--- config.mk ---
export PLATFORM = sky130hd
export DESIGN_NAME = rational_arithmetic_unit_flat
export DESIGN_NICKNAME = d
export VERILOG_FILES = /design/src/hdl/rau_pkg.sv /design/src/hdl/rau_ifs.sv /design/src/hdl/rational_arithmetic_unit.sv /design/src/flat_wrapper.sv
export SDC_FILE = /design/constraint.sdc
export NUM_CORES = 2
export LEC_CHECK = 0
export ABC_AREA = 0
export BUFFER_PORTS_ARGS = -buffer_cell sky130_fd_sc_hd__buf_2
export CAP_MARGIN = 40
export CORE_UTILIZATION = 25
export DETAILED_ROUTE_END_ITERATION = 8
export PLACE_DENSITY = 0.35
export SYNTH_ARGS = -nofsm -noshare
export SYNTH_HDL_FRONTEND = slang
export SYNTH_SLANG_ARGS = --single-unit
--- constraint.sdc ---
create_clock -name clk -period 10.35 [get_ports clk]
set_input_delay 1.035 -clock clk [delete_from_list [all_inputs] [get_ports clk]]
set_output_delay 1.035 -clock clk [all_outputs]
set_load 0.02 [all_outputs]
--- src/hdl/rau_pkg.sv ---
package rau_pkg;

  // Fixed field widths of the channels
  localparam int MODE_W    = 2;
  localparam int RES_NUM_W = 33;
  localparam int RES_DEN_W = 32;

  // Operation codes carried in the mode field
  typedef enum logic [MODE_W-1:0] {
    MODE_ADD = 2'd0,
    MODE_SUB = 2'd1,
    MODE_MUL = 2'd2,
    MODE_DIV = 2'd3
  } mode_t;

  // Sequencer states
  typedef enum logic [3:0] {
    S_IDLE,
    S_MUL0,
    S_MUL1,
    S_MUL2,
    S_SUM,
    S_MAG,
    S_GCD,
    S_SCALE,
    S_DIVN,
    S_DIVD,
    S_DONE
  } state_t;

endpackage

--- src/hdl/rau_ifs.sv ---
// Operand channel: one item is an operation and two fractions
interface rau_in_if #(parameter int OPERAND_WIDTH = 16);
  logic                            valid;
  logic                            ready;
  logic [rau_pkg::MODE_W-1:0]      mode;
  logic signed [OPERAND_WIDTH-1:0] a_num;
  logic signed [OPERAND_WIDTH-1:0] a_den;
  logic signed [OPERAND_WIDTH-1:0] b_num;
  logic signed [OPERAND_WIDTH-1:0] b_den;

  modport source (output valid, mode, a_num, a_den, b_num, b_den, input ready);
  modport sink   (input valid, mode, a_num, a_den, b_num, b_den, output ready);
endinterface

// Result channel: one item is a reduced fraction and a fault flag
interface rau_out_if;
  logic                                valid;
  logic                                ready;
  logic signed [rau_pkg::RES_NUM_W-1:0] res_num;
  logic signed [rau_pkg::RES_DEN_W-1:0] res_den;
  logic                                div_by_zero;

  modport source (output valid, res_num, res_den, div_by_zero, input ready);
  modport sink   (input valid, res_num, res_den, div_by_zero, output ready);
endinterface

--- src/hdl/rational_arithmetic_unit.sv ---
// Rational arithmetic unit: adds, subtracts, multiplies or divides two signed
// fractions and reduces the result by the gcd of numerator and denominator.
// Channels: "operands" (mode, a_num, a_den, b_num, b_den) and "result"
// (res_num, res_den, div_by_zero), both valid/ready; an item moves on a rising
// edge with valid and ready high.
// One item at a time: operands.ready is high only while the sequencer idles.
// The internal width IW is 2*OPERAND_WIDTH+1, capped at 64. The shared
// multiplier forms the products in S_MUL0, S_MUL1 and S_MUL2, and the two
// restoring divisions by the gcd give one quotient bit per cycle each; the
// gcd loop and the divisions share one subtractor.
// A zero result denominator (or a zero divisor in divide mode) skips the
// reduction and gives 0/0 with div_by_zero set.
// The result sits in an output register; the next item is accepted while it
// waits. If the receiver stalls and the register is still full when the next
// result is done, the sequencer holds that result.
// Reset (synchronous, rst high) returns the sequencer to idle and empties the
// output register.
module rational_arithmetic_unit #(
  parameter int OPERAND_WIDTH = 16
) (
  input  logic         clk,
  input  logic         rst,
  rau_in_if.sink       operands,
  rau_out_if.source    result
);

  localparam int W  = OPERAND_WIDTH;
  localparam int IW = (2 * W + 1 > 64) ? 64 : 2 * W + 1;
  localparam int KW = $clog2(IW + 1);
  localparam int CW = $clog2(IW);

  rau_pkg::state_t state, state_next;

  // Captured operands
  rau_pkg::mode_t        mode;
  logic signed [W-1:0]   an, ad, bn, bd;

  // Products and raw terms
  logic signed [2*W-1:0] t1, t2, dp;
  logic signed [IW-1:0]  num, den;
  logic                  neg_n, neg_d, fault;

  // Gcd and divider registers
  logic [IW-1:0]         u, v, mn, md, g, rem, quo, qn;
  logic [KW-1:0]         k;
  logic [CW-1:0]         cnt;

  // Output register
  logic                  out_valid;
  logic signed [rau_pkg::RES_NUM_W-1:0] res_num;
  logic signed [rau_pkg::RES_DEN_W-1:0] res_den;
  logic                  dz;

  // Combinational signals
  logic signed [W-1:0]   mul_a, mul_b;
  logic signed [2*W-1:0] prod;
  logic signed [IW-1:0]  sum_w;
  logic [IW-1:0]         num_abs, den_abs;
  logic [IW:0]           sub_a, sub_b;
  logic [IW+1:0]         sub_r;
  logic                  borrow;
  logic [IW-1:0]         rem_next, quo_next;
  logic                  div_last, fault_now, load;
  logic [IW-1:0]         nq_u, dq_u;
  logic signed [63:0]    nq_ext, dq_ext;

  assign operands.ready    = (state == rau_pkg::S_IDLE);
  assign result.valid       = out_valid;
  assign result.res_num     = res_num;
  assign result.res_den     = res_den;
  assign result.div_by_zero = dz;

  // Shared multiplier, operands chosen by step and mode
  always_comb begin
    unique case (state)
      rau_pkg::S_MUL0: begin
        mul_a = an;
        mul_b = (mode == rau_pkg::MODE_MUL) ? bn : bd;
      end
      rau_pkg::S_MUL1: begin
        mul_a = bn;
        mul_b = ad;
      end
      default: begin
        mul_a = ad;
        mul_b = (mode == rau_pkg::MODE_DIV) ? bn : bd;
      end
    endcase
  end
  assign prod = mul_a * mul_b;

  // Raw numerator and magnitudes
  always_comb begin
    unique case (mode)
      rau_pkg::MODE_ADD: sum_w = IW'(t1) + IW'(t2);
      rau_pkg::MODE_SUB: sum_w = IW'(t1) - IW'(t2);
      default:           sum_w = IW'(t1);
    endcase
  end
  assign num_abs   = num[IW-1] ? (IW'(0) - num) : num;
  assign den_abs   = den[IW-1] ? (IW'(0) - den) : den;
  assign fault_now = (den == '0) || ((mode == rau_pkg::MODE_DIV) && (bn == '0));

  // Shared subtractor: gcd compare/subtract or restoring division trial
  always_comb begin
    if (state == rau_pkg::S_GCD) begin
      sub_a = {1'b0, u};
      sub_b = {1'b0, v};
    end else begin
      sub_a = {rem, quo[IW-1]};
      sub_b = {1'b0, g};
    end
  end
  assign sub_r    = {1'b0, sub_a} - {1'b0, sub_b};
  assign borrow   = sub_r[IW+1];
  assign rem_next = borrow ? sub_a[IW-1:0] : sub_r[IW-1:0];
  assign quo_next = {quo[IW-2:0], ~borrow};
  assign div_last = (cnt == CW'(IW - 1));

  // Signed quotients, extended and cut to the result fields
  assign nq_u   = neg_n ? (IW'(0) - qn) : qn;
  assign dq_u   = neg_d ? (IW'(0) - quo) : quo;
  assign nq_ext = 64'(signed'(nq_u));
  assign dq_ext = 64'(signed'(dq_u));

  assign load = (state == rau_pkg::S_DONE) && (!out_valid || result.ready);

  // State register
  always_ff @(posedge clk) begin
    if (rst) begin
      state <= rau_pkg::S_IDLE;
    end else begin
      state <= state_next;
    end
  end

  // Next state
  always_comb begin
    state_next = state;
    unique case (state)
      rau_pkg::S_IDLE:  if (operands.valid) state_next = rau_pkg::S_MUL0;
      rau_pkg::S_MUL0:  state_next = rau_pkg::S_MUL1;
      rau_pkg::S_MUL1:  state_next = rau_pkg::S_MUL2;
      rau_pkg::S_MUL2:  state_next = rau_pkg::S_SUM;
      rau_pkg::S_SUM:   state_next = rau_pkg::S_MAG;
      rau_pkg::S_MAG:   state_next = fault_now ? rau_pkg::S_DONE : rau_pkg::S_GCD;
      rau_pkg::S_GCD:   if (u == '0) state_next = rau_pkg::S_SCALE;
      rau_pkg::S_SCALE: state_next = rau_pkg::S_DIVN;
      rau_pkg::S_DIVN:  if (div_last) state_next = rau_pkg::S_DIVD;
      rau_pkg::S_DIVD:  if (div_last) state_next = rau_pkg::S_DONE;
      rau_pkg::S_DONE:  if (load) state_next = rau_pkg::S_IDLE;
      default:          state_next = rau_pkg::S_IDLE;
    endcase
  end

  // Datapath
  always_ff @(posedge clk) begin
    unique case (state)
      rau_pkg::S_IDLE: begin
        if (operands.valid) begin
          mode <= rau_pkg::mode_t'(operands.mode);
          an   <= operands.a_num;
          ad   <= operands.a_den;
          bn   <= operands.b_num;
          bd   <= operands.b_den;
        end
      end
      rau_pkg::S_MUL0: t1 <= prod;
      rau_pkg::S_MUL1: t2 <= prod;
      rau_pkg::S_MUL2: dp <= prod;
      rau_pkg::S_SUM: begin
        num <= sum_w;
        den <= IW'(dp);
      end
      rau_pkg::S_MAG: begin
        u     <= num_abs;
        mn    <= num_abs;
        v     <= den_abs;
        md    <= den_abs;
        neg_n <= num[IW-1];
        neg_d <= den[IW-1];
        k     <= '0;
        fault <= fault_now;
      end
      // Binary gcd, one step a cycle
      rau_pkg::S_GCD: begin
        if (u != '0) begin
          if (!u[0] && !v[0]) begin
            u <= u >> 1;
            v <= v >> 1;
            k <= k + KW'(1);
          end else if (!u[0]) begin
            u <= u >> 1;
          end else if (!v[0]) begin
            v <= v >> 1;
          end else if (borrow) begin
            u <= v;
            v <= u;
          end else begin
            u <= {1'b0, sub_r[IW-1:1]};
          end
        end
      end
      rau_pkg::S_SCALE: begin
        g   <= v << k;
        quo <= mn;
        rem <= '0;
        cnt <= '0;
      end
      // Numerator magnitude divided by the gcd, then the denominator's
      rau_pkg::S_DIVN: begin
        if (div_last) begin
          qn  <= quo_next;
          quo <= md;
          rem <= '0;
          cnt <= '0;
        end else begin
          quo <= quo_next;
          rem <= rem_next;
          cnt <= cnt + CW'(1);
        end
      end
      rau_pkg::S_DIVD: begin
        quo <= quo_next;
        rem <= rem_next;
        cnt <= cnt + CW'(1);
      end
      rau_pkg::S_DONE: begin
        if (load) begin
          if (fault) begin
            res_num <= '0;
            res_den <= '0;
            dz      <= 1'b1;
          end else begin
            res_num <= nq_ext[rau_pkg::RES_NUM_W-1:0];
            res_den <= dq_ext[rau_pkg::RES_DEN_W-1:0];
            dz      <= 1'b0;
          end
        end
      end
      default: begin
      end
    endcase
  end

  // Output register occupancy
  always_ff @(posedge clk) begin
    if (rst) begin
      out_valid <= 1'b0;
    end else if (load) begin
      out_valid <= 1'b1;
    end else if (result.ready) begin
      out_valid <= 1'b0;
    end
  end

`ifndef SYNTHESIS
  a_fault_zero: assert property (@(posedge clk) disable iff (rst)
    (result.valid && result.div_by_zero) |-> (result.res_num == '0 && result.res_den == '0))
    else $error("fault result carries nonzero fields");

  a_den_nonzero: assert property (@(posedge clk) disable iff (rst)
    (result.valid && !result.div_by_zero) |-> (result.res_den != '0))
    else $error("reduced denominator is zero without fault flag");

  a_gcd_v: assert property (@(posedge clk) disable iff (rst)
    (state == rau_pkg::S_GCD) |-> (v != '0))
    else $error("gcd operand v reached zero");

  a_div_g: assert property (@(posedge clk) disable iff (rst)
    (state == rau_pkg::S_DIVN || state == rau_pkg::S_DIVD) |-> (g != '0))
    else $error("division by a zero gcd");

  a_accept_start: assert property (@(posedge clk) disable iff (rst)
    (operands.valid && operands.ready) |=> (state == rau_pkg::S_MUL0 && !operands.ready))
    else $error("accepted item did not start the sequencer");
`endif

endmodule

--- src/flat_wrapper.sv ---
// flat-port wrapper written by rule: the top's interface ports become plain ports
module rational_arithmetic_unit_flat 
#(
  parameter int OPERAND_WIDTH = 16
)
  (clk, rst, operands_valid, operands_mode, operands_a_num, operands_a_den, operands_b_num, operands_b_den, operands_ready, result_valid, result_res_num, result_res_den, result_div_by_zero, result_ready);
  rau_in_if #(.OPERAND_WIDTH(OPERAND_WIDTH)) operands_i ();
  rau_out_if result_i ();
  input  logic clk;
  input  logic rst;
  input wire logic [$bits(operands_i.valid)-1:0] operands_valid;
  input wire logic [$bits(operands_i.mode)-1:0] operands_mode;
  input wire logic [$bits(operands_i.a_num)-1:0] operands_a_num;
  input wire logic [$bits(operands_i.a_den)-1:0] operands_a_den;
  input wire logic [$bits(operands_i.b_num)-1:0] operands_b_num;
  input wire logic [$bits(operands_i.b_den)-1:0] operands_b_den;
  output wire logic [$bits(operands_i.ready)-1:0] operands_ready;
  output wire logic [$bits(result_i.valid)-1:0] result_valid;
  output wire logic [$bits(result_i.res_num)-1:0] result_res_num;
  output wire logic [$bits(result_i.res_den)-1:0] result_res_den;
  output wire logic [$bits(result_i.div_by_zero)-1:0] result_div_by_zero;
  input wire logic [$bits(result_i.ready)-1:0] result_ready;
  assign operands_i.valid = operands_valid;
  assign operands_i.mode = operands_mode;
  assign operands_i.a_num = operands_a_num;
  assign operands_i.a_den = operands_a_den;
  assign operands_i.b_num = operands_b_num;
  assign operands_i.b_den = operands_b_den;
  assign operands_ready = operands_i.ready;
  assign result_valid = result_i.valid;
  assign result_res_num = result_i.res_num;
  assign result_res_den = result_i.res_den;
  assign result_div_by_zero = result_i.div_by_zero;
  assign result_i.ready = result_ready;
  rational_arithmetic_unit #(.OPERAND_WIDTH(OPERAND_WIDTH)) u_core (.clk(clk), .rst(rst), .operands(operands_i), .result(result_i));
endmodule
==> metrics.txt <==
CP max FO=12; outcome=completed; vias in the first global route=30100; grt total ovfl=0; Routed WL=between 100000 and 150000 um; Least-Margin Pin Slew=907 ps; Final ANT Viol Nets=0; Post-Syn Area=0.0406 mm2; Clk Latency, worst-skew pair=approximately 690 ps; final max-slew violation count=0; hpwl dp=106000 um; CP Capture Type=register; setup TNS=0 ps; post-CTS sizing=0; Worst Hold Class=reg -> reg; number of DRC markers in iteration 0=1885; Required @ worst endpoint=10710 ps; most frequent cells in the layout=572 x edfxtp_1, 442 x nand2_1, 404 x nor2_1; HP Start=u_core.dp[15]; async set-reset flop share out of synthesis=0%; reg2reg setup slack=1660 ps; Antenna Cells=0; GR Util met3=2.17%; total global-route track usage=about 17%; syn_area_per_cell=between 10 and 15 um2; Most common cell on crit path=fa_1; slowest CP cell=nor2_1; FMAX=115 MHz; first-pass GRT wire length=204000 um; clock sink count=between 500 and 600; final-report hold violation count=0; GP Congestion=0.832; Die Span Y=405 um; largest net degree at the start of global routing=104; grt peak-use layer=met2; setup bufs post-CTS=0; Port Buffers=137; crit path from=u_core.state[2]; CTS tree=done; Clock transition at path regs=approximately 60 ps; final net count=4481; area grow syn2layout=15.6%; die width=roughly 410 um; Cells after Synth=3855; RSZ-0062 raised after global routing=no; critical path class=reg -> reg; Arr. time, crit path=~9100 ps; io pins=138; Seq/Total Area, Yosys=42.5%; family with the most delay on the worst path=adder cells; r2r startpoint=u_core.state[2]; worst stage delay on the critical path=630 ps; Synth Flop Type=edfxtp_1; antenna violations before repair=2; detailed-route wire length per cell=21.8 um; share of layout cells above drive strength 1=approximately 11%; Yosys warnings=0; period utilisation layout=84.0%; DRC=0; DRT Pass-1 Iters=6; H-tree levels=3; # setup viols final=0; root buf cell=clkbuf_16; CTS buffer count=78; Max-slew headroom=38.0%; M1 GR Usage=between 20 and 25%; commonest non-fill, non-tap cell in the layout=edfxtp_1; Yosys cell types=84; met2 Usage GRT=27.9%; Initial Util=approximately a quarter; Synth Net Count=~4300; Vias=28700; clk_skew=~39 ps; crit path launch type=register; CP bufs+invs=7; minimum clock period=8690 ps; #FFs+latches synth=around 580; floorplan row count=147; Core ar.=0.161 mm2; Die Area=0.164 mm2; number of enable flip-flop cells after synthesis=572; hold buffers post-CTS=0; DR vias/cell=4.62; Max-cap violations=0; CTS Buffer Depth=3
## registers in the layout, indices dropped and copies added (netlist names), 33 cells and up
name / cells
u_core.g: 33
u_core.md: 33
u_core.mn: 33
u_core.num: 33
u_core.qn: 33
u_core.quo: 33
u_core.rem: 33
u_core.result.res_num: 33
u_core.u: 33
u_core.v: 33
## kinds of logic after synthesis
| kind of cell | after synthesis | share of synthesized area [%] |
|---|---|---|
| mux | 192 | 5.33 |
| simple gates | 1194 | 13.3 |
| compound gates | 714 | 11.1 |
| other cells | 1 | 0.00923 |
| buf+inv | 515 | 4.77 |
| flops | 577 | 42.5 |
| fa+ha+maj | 419 | 17.8 |
| xor+xnor | 243 | 5.24 |
## metrics by stage
stage | area (um2) | cells | utilization (%) | hold slack [ps] | setup slack, ps
2_1_floorplan | 40600 | 3855 | - | 400 | 1480
3_3_place_gp | 44000 | 6038 | 27.3 | 403 | 1650
3_5_place_dp | 44400 | 6070 | 27.6 | 407 | 1590
4_1_cts | 47000 | 6214 | 29.2 | 402 | 1550
5_1_grt | 47000 | 6216 | 29.2 | 417 | 886
6_report | 47000 | 6216 | 29.2 | 403 | 1660
## cell usage after synthesis, types with 7 or more instances
library cell,n,share of area (%)
mux2_2,16,0.44
ha_1,155,4.8
o31ai_1,43,0.79
o21bai_1,11,0.20
a21boi_0,17,0.31
clkbuf_1,150,1.4
nand2b_1,31,0.48
nor4_1,21,0.32
nor2b_1,24,0.37
buf_1,22,0.20
or3_1,36,0.55
o21a_1,15,0.28
a22oi_1,18,0.33
nand4_1,15,0.23
inv_1,335,3.1
xor2_1,104,2.2
a21o_1,52,0.96
nor3b_1,28,0.52
nand3_1,45,0.55
mux4_2,18,1.0
or4_1,18,0.33
edfxtp_1,572,42
mux2i_1,158,3.9
nor2_1,406,3.7
and3_1,12,0.18
and2_1,27,0.42
xnor2_1,139,3.0
o221a_2,9,0.25
a211oi_1,27,0.50
o211ai_1,10,0.18
a31oi_1,10,0.15
fa_1,264,13
o41ai_1,19,0.41
nand2_1,443,4.1
o21ai_0,171,2.1
o21ai_1,7,0.086
a21oi_1,240,3.0
nor3_1,35,0.43
or2_2,24,0.37
o221ai_1,11,0.24
## metal layers
metal  up-vias  part of all wire, %
li1      13700                    -
met1     14200                   47
met2       596                   47
met3       144                  3.6
met4         0                  2.1
met5         -                    0
## worst paths after layout
| check | cells past startpoint | to |
|---|---|---|
| worst max register to register | 29 | u_core.t2[31] |
| worst min-delay path | 0 | u_core.den[15] |
| worst min register to register | 0 | u_core.den[15] |
| worst max-delay path | 29 | u_core.t2[31] |
## cell type report
type	count	area, um2
well taps	2160	2700
multi-input cells	2763	21600
clock buffers	96	2020
inverters	337	1260
repair buffers	235	1630
flip-flops and latches	577	17300
clock inverters	48	542
fillers	16800	114000
Power is left out: the tool's default activity adds up to more than one toggle a clock period on the data nets, which glitch-free logic cannot reach.
